===== src/design/atsie_pkg.sv =====
package atsie_pkg;

    // Display field length and the counter width that can hold it.
    localparam int FIELD_LEN = 10;
    localparam int CNT_W     = $clog2(FIELD_LEN + 1);

    localparam logic [7:0] CH_COLON = 8'h3A;
    localparam logic [7:0] CH_QUOTE = 8'h22;
    localparam logic [7:0] CH_P     = 8'h50;
    localparam logic [7:0] CH_COMMA = 8'h2C;
    localparam logic [7:0] CH_DOT   = 8'h2E;

    // Saturating two-step counter (history depth, periods seen).
    typedef logic [1:0] t_sat2;
    localparam t_sat2 SAT_MAX = 2'd2;

endpackage


===== src/design/at_reply_ssid_ip_extractor_top.sv =====
// An accepted word is held in the input register, then moves into the result register,
// which drives the outputs, once that register is empty or being drained.
// One word per cycle while not stalled; one input register, one result register.
// The input side stalls only when both registers hold words and the output is stalled.
// Reset (synchronous, active low) empties both registers and clears all capture
// state and byte history; no word is shown until a new one is accepted.
module at_reply_ssid_ip_extractor_top
    import atsie_pkg::*;
(
    input  logic       i_clk,
    input  logic       i_rst_n,
    // input channel
    input  logic       i_valid,
    output logic       o_stall,
    input  logic [7:0] i_rx_byte,
    // output channel
    output logic       o_valid,
    input  logic       i_stall,
    output logic [7:0] o_echo_byte,
    output logic       o_ssid_write,
    output logic [3:0] o_ssid_pos,
    output logic       o_ip_write,
    output logic       o_ip_line,
    output logic [3:0] o_ip_pos,
    output logic       o_ssid_busy,
    output logic       o_ip_busy
);

    // Input register: holds the word until the result register can take it.
    logic       r_in_valid;
    logic [7:0] r_in_byte;

    // Capture state, advanced once per word as it moves into the result register.
    logic [7:0]     r_last, n_last;
    logic [7:0]     r_before, n_before;
    t_sat2          r_seen, n_seen;
    logic           r_ssid_act, n_ssid_act;
    logic [CNT_W-1:0] r_ssid_cnt, n_ssid_cnt;
    logic           r_ip_act, n_ip_act;
    t_sat2          r_dots, n_dots;
    logic [CNT_W-1:0] r_ip_cnt1, n_ip_cnt1;
    logic [CNT_W-1:0] r_ip_cnt2, n_ip_cnt2;

    // Result register.
    logic       r_out_valid;
    logic [7:0] r_echo;
    logic       r_ssid_wr, n_ssid_wr;
    logic [3:0] r_ssid_pos, n_ssid_pos;
    logic       r_ip_wr, n_ip_wr;
    logic       r_ip_line, n_ip_line;
    logic [3:0] r_ip_pos, n_ip_pos;

    logic in_accept;
    logic advance;
    logic pair_hit;
    logic triple_hit;
    logic [7:0] c;

    // Advance the held word when the result register is empty or being drained.
    assign advance   = r_in_valid && (!r_out_valid || !i_stall);
    assign o_stall   = r_in_valid && !advance;
    assign in_accept = i_valid && !o_stall;

    assign c = r_in_byte;

    // Pattern tests only look at history that was actually received.
    assign pair_hit   = (r_seen != 2'd0) && (r_last == CH_COLON) && (c == CH_QUOTE);
    assign triple_hit = (r_seen == SAT_MAX) && (r_before == CH_P) &&
                        (r_last == CH_COMMA) && (c == CH_QUOTE);

    always_comb begin
        n_ssid_act = r_ssid_act;
        n_ssid_cnt = r_ssid_cnt;
        n_ssid_wr  = 1'b0;
        n_ssid_pos = 4'd0;
        n_ip_act   = r_ip_act;
        n_dots     = r_dots;
        n_ip_cnt1  = r_ip_cnt1;
        n_ip_cnt2  = r_ip_cnt2;
        n_ip_wr    = 1'b0;
        n_ip_line  = 1'b0;
        n_ip_pos   = 4'd0;

        // SSID capture: the opening pair restarts it, even mid-capture.
        if (pair_hit) begin
            n_ssid_act = 1'b1;
            n_ssid_cnt = '0;
        end else if (r_ssid_act) begin
            // Close on a quote, or on the first word after a full field.
            if ((c == CH_QUOTE) || (r_ssid_cnt >= CNT_W'(FIELD_LEN))) begin
                n_ssid_act = 1'b0;
            end else begin
                n_ssid_wr  = 1'b1;
                n_ssid_pos = 4'(r_ssid_cnt);
                n_ssid_cnt = r_ssid_cnt + 1'b1;
            end
        end

        // IP capture: opens only when idle; while open a quote just closes it.
        if (!r_ip_act) begin
            if (triple_hit) begin
                n_ip_act  = 1'b1;
                n_dots    = '0;
                n_ip_cnt1 = '0;
                n_ip_cnt2 = '0;
            end
        end else if (c == CH_QUOTE) begin
            n_ip_act = 1'b0;
        end else begin
            if ((c == CH_DOT) && (r_dots != SAT_MAX)) begin
                n_dots = r_dots + 2'd1;
            end
            // The second period itself already lands on line two.
            if (n_dots != SAT_MAX) begin
                if (r_ip_cnt1 < CNT_W'(FIELD_LEN)) begin
                    n_ip_wr   = 1'b1;
                    n_ip_pos  = 4'(r_ip_cnt1);
                    n_ip_cnt1 = r_ip_cnt1 + 1'b1;
                end
            end else if (r_ip_cnt2 < CNT_W'(FIELD_LEN)) begin
                n_ip_wr   = 1'b1;
                n_ip_line = 1'b1;
                n_ip_pos  = 4'(r_ip_cnt2);
                n_ip_cnt2 = r_ip_cnt2 + 1'b1;
            end
        end

        // Shift history; the seen count saturates at two.
        n_before = r_last;
        n_last   = c;
        n_seen   = (r_seen == SAT_MAX) ? r_seen : r_seen + 2'd1;
    end

    // Control registers.
    always_ff @(posedge i_clk) begin
        if (!i_rst_n) begin
            r_in_valid  <= 1'b0;
            r_out_valid <= 1'b0;
            r_last      <= '0;
            r_before    <= '0;
            r_seen      <= '0;
            r_ssid_act  <= 1'b0;
            r_ssid_cnt  <= '0;
            r_ip_act    <= 1'b0;
            r_dots      <= '0;
            r_ip_cnt1   <= '0;
            r_ip_cnt2   <= '0;
        end else begin
            if (in_accept) begin
                r_in_valid <= 1'b1;
            end else if (advance) begin
                r_in_valid <= 1'b0;
            end

            if (advance) begin
                r_out_valid <= 1'b1;
            end else if (!i_stall) begin
                r_out_valid <= 1'b0;
            end

            if (advance) begin
                r_last     <= n_last;
                r_before   <= n_before;
                r_seen     <= n_seen;
                r_ssid_act <= n_ssid_act;
                r_ssid_cnt <= n_ssid_cnt;
                r_ip_act   <= n_ip_act;
                r_dots     <= n_dots;
                r_ip_cnt1  <= n_ip_cnt1;
                r_ip_cnt2  <= n_ip_cnt2;
            end
        end
    end

    // Payload registers: hold while stalled.
    always_ff @(posedge i_clk) begin
        if (in_accept) begin
            r_in_byte <= i_rx_byte;
        end
        if (advance) begin
            r_echo     <= c;
            r_ssid_wr  <= n_ssid_wr;
            r_ssid_pos <= n_ssid_pos;
            r_ip_wr    <= n_ip_wr;
            r_ip_line  <= n_ip_line;
            r_ip_pos   <= n_ip_pos;
        end
    end

    // Busy flags are the state after the word, which the registers now hold.
    // The held state only moves together with a new result, so they stay aligned.
    assign o_valid      = r_out_valid;
    assign o_echo_byte  = r_echo;
    assign o_ssid_write = r_ssid_wr;
    assign o_ssid_pos   = r_ssid_pos;
    assign o_ip_write   = r_ip_wr;
    assign o_ip_line    = r_ip_line;
    assign o_ip_pos     = r_ip_pos;
    assign o_ssid_busy  = r_ssid_act;
    assign o_ip_busy    = r_ip_act;

endmodule


===== config.mk =====
export PLATFORM = sky130hd
export DESIGN_NAME = at_reply_ssid_ip_extractor_top
export DESIGN_NICKNAME = d
export VERILOG_FILES = /design/src/design/atsie_pkg.sv /design/src/design/at_reply_ssid_ip_extractor_top.sv
export SDC_FILE = /design/constraint.sdc
export NUM_CORES = 1
export LEC_CHECK = 0
export BUFFER_PORTS_ARGS = -buffer_cell sky130_fd_sc_hd__buf_4
export CAP_MARGIN = 20
export CORE_MARGIN = 3
export CORE_UTILIZATION = 30
export DETAILED_ROUTE_END_ITERATION = 6
export GPL_ROUTABILITY_DRIVEN = 0
export PLACE_DENSITY_LB_ADDON = 0.1
export SETUP_SLACK_MARGIN = 0.1
export SLEW_MARGIN = 15
export SYNTH_ARGS = -nofsm -noshare
export SYNTH_HDL_FRONTEND = slang
export SYNTH_SLANG_ARGS = --single-unit

===== constraint.sdc =====
create_clock -name i_clk -period 2.07 [get_ports i_clk]
set_input_delay 0.3105 -clock i_clk [delete_from_list [all_inputs] [get_ports i_clk]]
set_output_delay 0.3105 -clock i_clk [all_outputs]
set_load 0.02 [all_outputs]

======== Word-level counts from Yosys, hierarchy flattened ========
Cells that the tools add are included.
operators by class
  add/sub/neg operators ................... 5
  magnitude comparators ................... 3
  eq/ne operators ......................... 15
  multiplexer cells ....................... 34
  bitwise gates (word level) .............. 3
  reduce and logical (&&, ||, !) cells .... 27
operator list
  cell                                                              count
  4-bit 2-to-1 mux                                                  15
  8-bit by 6-bit == test with 1-bit output (second input constant)  4
  1-bit 2-to-1 mux                                                  13
  4-bit by 1-bit adder with 4-bit output (second input constant)    3
  2-bit 2-to-1 mux                                                  6
  2-bit != test (second input constant)                             5
  5-bit AND reduction                                               2
  1-bit logical AND                                                 9
  8-bit by 7-bit == test with 1-bit output (second input constant)  1
  4-bit < comparator (second input constant)                        2
  2-bit by 1-bit != test with 1-bit output (second input constant)  4
  2-bit nonzero test                                                4
  3-bit AND reduction                                               2
  3-bit OR reduction                                                2
  2-bit by 1-bit adder with 2-bit output (second input constant)    2
  4-bit >= comparator (second input constant)                       1
  1-bit logical NOT                                                 4
  1-bit NOT                                                         3
  2-bit == test (second input constant)                             1
  1-bit logical OR                                                  2
  2-bit AND reduction                                               1
  2-bit OR reduction                                                1
word-level totals
  register bits after elaboration ......... 63
  bits of input ports ..................... 12
  output and inout port bits .............. 23
  logic and storage cells ................. 105

======== Longest topological paths before layout ========
  depth after elaboration ................. 9
  mapped depth ............................ 8
  mapped depth without buffers ............ 7

======== Least setup slack after synthesis ========
No wires, ideal clock.
  kind .................................... register to register
  start point ............................. register r_dots[0]
  end point ............................... register r_ip_wr (netlist: o_ip_write), data pin
  setup time .............................. 0.262 ns
  arrival time ............................ 1.731 ns
  data required time ...................... 1.808 ns
  setup slack ............................. 0.077 ns
  stages on the path, launching flop included .. 8
  path buffers ............................ 0
  period minus slack after synthesis ...... 1.993 ns
  cells stage by stage .................... dfxtp_1 > inv_1 > ha_1 > nor4bb_1 > and4_2 > nor3_2 > and2_1 > or2_2
between the ends
  cells in the longest elaborated chain, start to end .. 7
  elaborated cells between the ends (all ways) .. 8
  those cells by class .................... add/sub (1); eq/ne (2); mux (4); reduce/logical (1)
ends and longest elaborated chain
  item                                                                                            RTL line                               RTL
  start: declaration                                                                              at_reply_ssid_ip_extractor_top.sv:40   t_sat2 r_dots, n_dots;
  start signal: assignment                                                                        at_reply_ssid_ip_extractor_top.sv:168  r_dots <= n_dots;
  parallel branches: the longest is 2 deep, another holds 2-bit by 1-bit adder with 2-bit output  --
  2-bit 2-to-1 mux *                                                                              at_reply_ssid_ip_extractor_top.sv:110  if ((c == CH_DOT) && (r_dots != SAT_MAX)) begin
  2-bit 2-to-1 mux *                                                                              at_reply_ssid_ip_extractor_top.sv:107  end else if (c == CH_QUOTE) begin
  2-bit 2-to-1 mux *                                                                              at_reply_ssid_ip_extractor_top.sv:100  if (!r_ip_act) begin
  2-bit != test *                                                                                 at_reply_ssid_ip_extractor_top.sv:114  if (n_dots != SAT_MAX) begin
  1-bit 2-to-1 mux *                                                                              at_reply_ssid_ip_extractor_top.sv:114
  end signal: assignment                                                                          at_reply_ssid_ip_extractor_top.sv:184  r_ip_wr <= n_ip_wr;
  end: declaration                                                                                at_reply_ssid_ip_extractor_top.sv:49   logic r_ip_wr, n_ip_wr;
Mark *: on every way between the ends. The select of a mux whose other input is x is not followed.
A chain may end at the register's enable or synchronous reset.

======== Worst setup path in the final report ========
  start point ............................. register r_in_byte[0] (netlist: c[0])
  end point ............................... register r_ip_pos[3] (netlist: o_ip_pos[3]), data pin
between the ends
  cells in the longest elaborated chain, start to end .. 7
  elaborated cells between the ends (all ways) .. 9
  those cells by class .................... eq/ne (3); mux (4); reduce/logical (2)
ends and longest elaborated chain
  item                                      RTL line                               RTL
  start: declaration                        at_reply_ssid_ip_extractor_top.sv:31   logic [7:0] r_in_byte;
  start signal: assignment                  at_reply_ssid_ip_extractor_top.sv:178  r_in_byte <= i_rx_byte;
  8-bit by 6-bit == test with 1-bit output  at_reply_ssid_ip_extractor_top.sv:110
  1-bit logical AND                         at_reply_ssid_ip_extractor_top.sv:110
  2-bit 2-to-1 mux                          at_reply_ssid_ip_extractor_top.sv:110
  2-bit 2-to-1 mux                          at_reply_ssid_ip_extractor_top.sv:107
  2-bit 2-to-1 mux                          at_reply_ssid_ip_extractor_top.sv:100
  2-bit != test                             at_reply_ssid_ip_extractor_top.sv:114
  4-bit 2-to-1 mux                          at_reply_ssid_ip_extractor_top.sv:114
  end signal: assignment                    at_reply_ssid_ip_extractor_top.sv:186  r_ip_pos <= n_ip_pos;
  end: declaration                          at_reply_ssid_ip_extractor_top.sv:51   logic [3:0] r_ip_pos, n_ip_pos;
Several ways; a longest one is shown, not always the timed one. The select of a mux whose other input is x is not followed.

==> qor.yml <==
outcome:
  status: "completed"
yosys:
  synthArstFlopShare_pct: 0
  synth_common_cells: "nand2_1, dfxtp_1, a21oi_1, edfxtp_1"
  synth_top_area_share_pct: 28.9
  synth_edf_count: 27
  yosys-mux-area-fraction_pct: 0
  yosysWarnings: 0
  synth_top_family_by_area: "simple AND/OR/NAND/NOR gates"
  synth.most_common_cell: "nand2_1"
  synth_fp_nets: 291
  yosysSeqAreaShare_pct: 54.5
  syn_area_um2: 2810
  ys_ff_latch: 63
  synthFlopType: "dfxtp_1"
  synth_area_leaders: "edfxtp_1, dfxtp_1, nand2_1, a21oi_1, ha_1"
  syn_inst: 272
  synth_compound_gate_area_share_pct: 13.4
  ys_types: 55
  synth_top_cell_by_area: "edfxtp_1"
  syn_area_per_cell_um2: 10.3
  synthAdderAreaFrac_pct: 3.12
  yosys.area_share.xor_xnor_pct: 0.624
  synthSimpleGateAreaFrac_pct: 24.2
place:
  hpwlAfterDp_um: 4460
  io_buffer_count: 34
critical_path:
  arrival_ns: 2.18
  path_class: "reg2reg"
  path_cells: "buf_4 -> nor2b_1 -> and4_4 -> nor2_2 -> or4b_1 -> a21oi_2"
  cpPeakStageDelay_ns: 0.48
  rrSetupSlack_ns: 0.09
  required_ns: 2.26
  path_max_fanout: 4
  critPathSlowestCell: "or4b_1"
  end_kind: "flip-flop"
  cp-start-kind: "flip-flop"
clock_tree:
  clockBufferDepth: 2
  cts_tree: "built"
  insertion_delay_ns: 0.34
  h-tree-depth: 3
  holdBufCountCts: 0
  cts_sinks: 63
  root_buffer: "clkbuf_8"
  cts_made_buffers: 9
  clk_pin_slew_worst_paths_ns: 0.07
global_routing:
  gr-total-overflow: 0
  grt_usage_pct: 13.3
  grt_pass1_vias: 2188
  grt_pass1_wl_um: 10800
  grt_antenna_before_repair: 0
  grt_start_max_net_pins: 23
layout:
  final_nets: 351
  drive_above_1_share_pct: 31.5
  diodes: 0
  syn2layout_area_growth_pct: 30.0
  final_util_pct: 41.0
die:
  coreArea_um2: 8890
  fp.dieArea_um2: 10600
  start_util_pct: 31.6
  std_cell_rows: 34
  io_pins: 35
  die_h_um: 103
  die_w_um: 103
drt:
  drc_errors: 0
  num_vias: 2243
  dr.pass1.iters: 4
  wl_per_cell_um: 14.9
  drtAntennaViolNets: 0
  finalWirelength_um: 6610
  avgViaCountPerCell: 5.04
  drt_iter0_markers: 47
sta:
  fmax_mhz: 504
  worst_pin_slew_ns: 0.429
  fin_crit_ns: 1.98
  finalHoldViolations: 0
  rsz0062_at_grt: "true"
  min_period_over_period_pct: 95.8
  skew_ns: 0.00913
  timing.hold.ws_ns: 0.142
  slew_headroom_pct: 71.4
  drv_slew: 0
  finalSetupViolCount: 0
pwr:
  total_power_w: 0.00270
  power_density_nw_per_um2: 741
  cellLeakagePower_nw: 1.38
  max-vdd-ir-drop_uv: 500
min_path:
  hold_path_class: "in2reg"
flow_run:
  cap_viol_max_count: 0
[placed cells by master (no fill, tap or decap), types with 4 or more instances in the layout]
master    synthesis  layout
clkbuf_8          2       9
nor2b_1           4       4
nand2_1          52      52
nand3_1          11      11
inv_1             6       5
dfxtp_1          36      33
nor3_1            4       4
a21oi_1          27      26
and2_1            5       4
and3_1            6       6
nor2_1           11       8
edfxtp_1         27      27
ha_1              7       6
o221ai_2          0       4
nor3b_1           4       4
buf_4             1      60
[kinds of logic after synthesis]
| group | Yosys count |
|---|---|
| simple gates | 122 |
| xor+xnor | 2 |
| buf+inv | 21 |
| compound gates | 57 |
| flops | 63 |
| fa+ha+maj | 7 |
[sequential cells by signal, indices dropped and copies added, names as in the netlist, 4 cells and up]
signal	count
c	8
n_before	8
o_echo_byte	8
r_before	8
o_ip_pos	4
o_ssid_pos	4
r_ip_cnt1	4
r_ip_cnt2	4
r_ssid_cnt	4
[final cells by class]
type / instances / area [um2]
clock buffer: 12 / 135
clock inverter: 4 / 71.3
fill: 871 / 5240
inverter: 8 / 30.0
multi-input combinational: 188 / 1260
sequential: 63 / 1540
tap: 108 / 135
timing repair buffer: 62 / 482
[path summary, 6_finish.rpt]
check,startpoint,end,cells past startpoint
worst min register to register,r_before[4],r_before[4],2
worst max-delay path,c[0],o_ip_pos[3],6
worst max register to register,c[0],o_ip_pos[3],6
worst min-delay path,i_rx_byte[1],c[1],1
[worst max-delay path: cells and delay by family (launching register included)]
kind,cells,cell delay [ns]
simple gates,4,1.08
flops,1,0.44
compound gates,1,0.14
buf+inv,1,0.17
[stage by stage]
stage / setup WS [ns] / setup TNS (ns) / instance area, um2 / instances
2_1_floorplan: 0.128 / 0 / 2810 / 272
6_report: 0.0878 / 0 / 3650 / 445
4_1_cts: 0.0893 / 0 / 3550 / 443
3_5_place_dp: 0.0100 / 0 / 3320 / 426
3_3_place_gp: 0.0719 / 0 / 3320 / 426
5_1_grt: -0.00263 / -0.00263 / 3650 / 445
[metal layers]
metal / vias to the layer above / routed length [um] / track usage (%)
met2: 46 / 3390 / 22.5
met3: 7 / 257 / 4.53
met5: - / 0 / 0
met4: 0 / 78 / 4.48
li1: 1109 / - / -
met1: 1081 / 2880 / 15.8
[power by group]
part / leakage, nW / internal (W) / switching [W]
clock network: 0.0982 / 0.000676 / 0.000473
registers: 0.545 / 0.00134 / 0.0000249
logic: 0.732 / 0.0000805 / 0.000110
[timing repair]
item	4_1_cts	5_1_grt
gates resized for setup	4	20
cloned	0	0
endpoints found under the setup margin	12	17
pin swaps	5	4
setup buffers	1	2
Power figures use the tool's default switching activity.
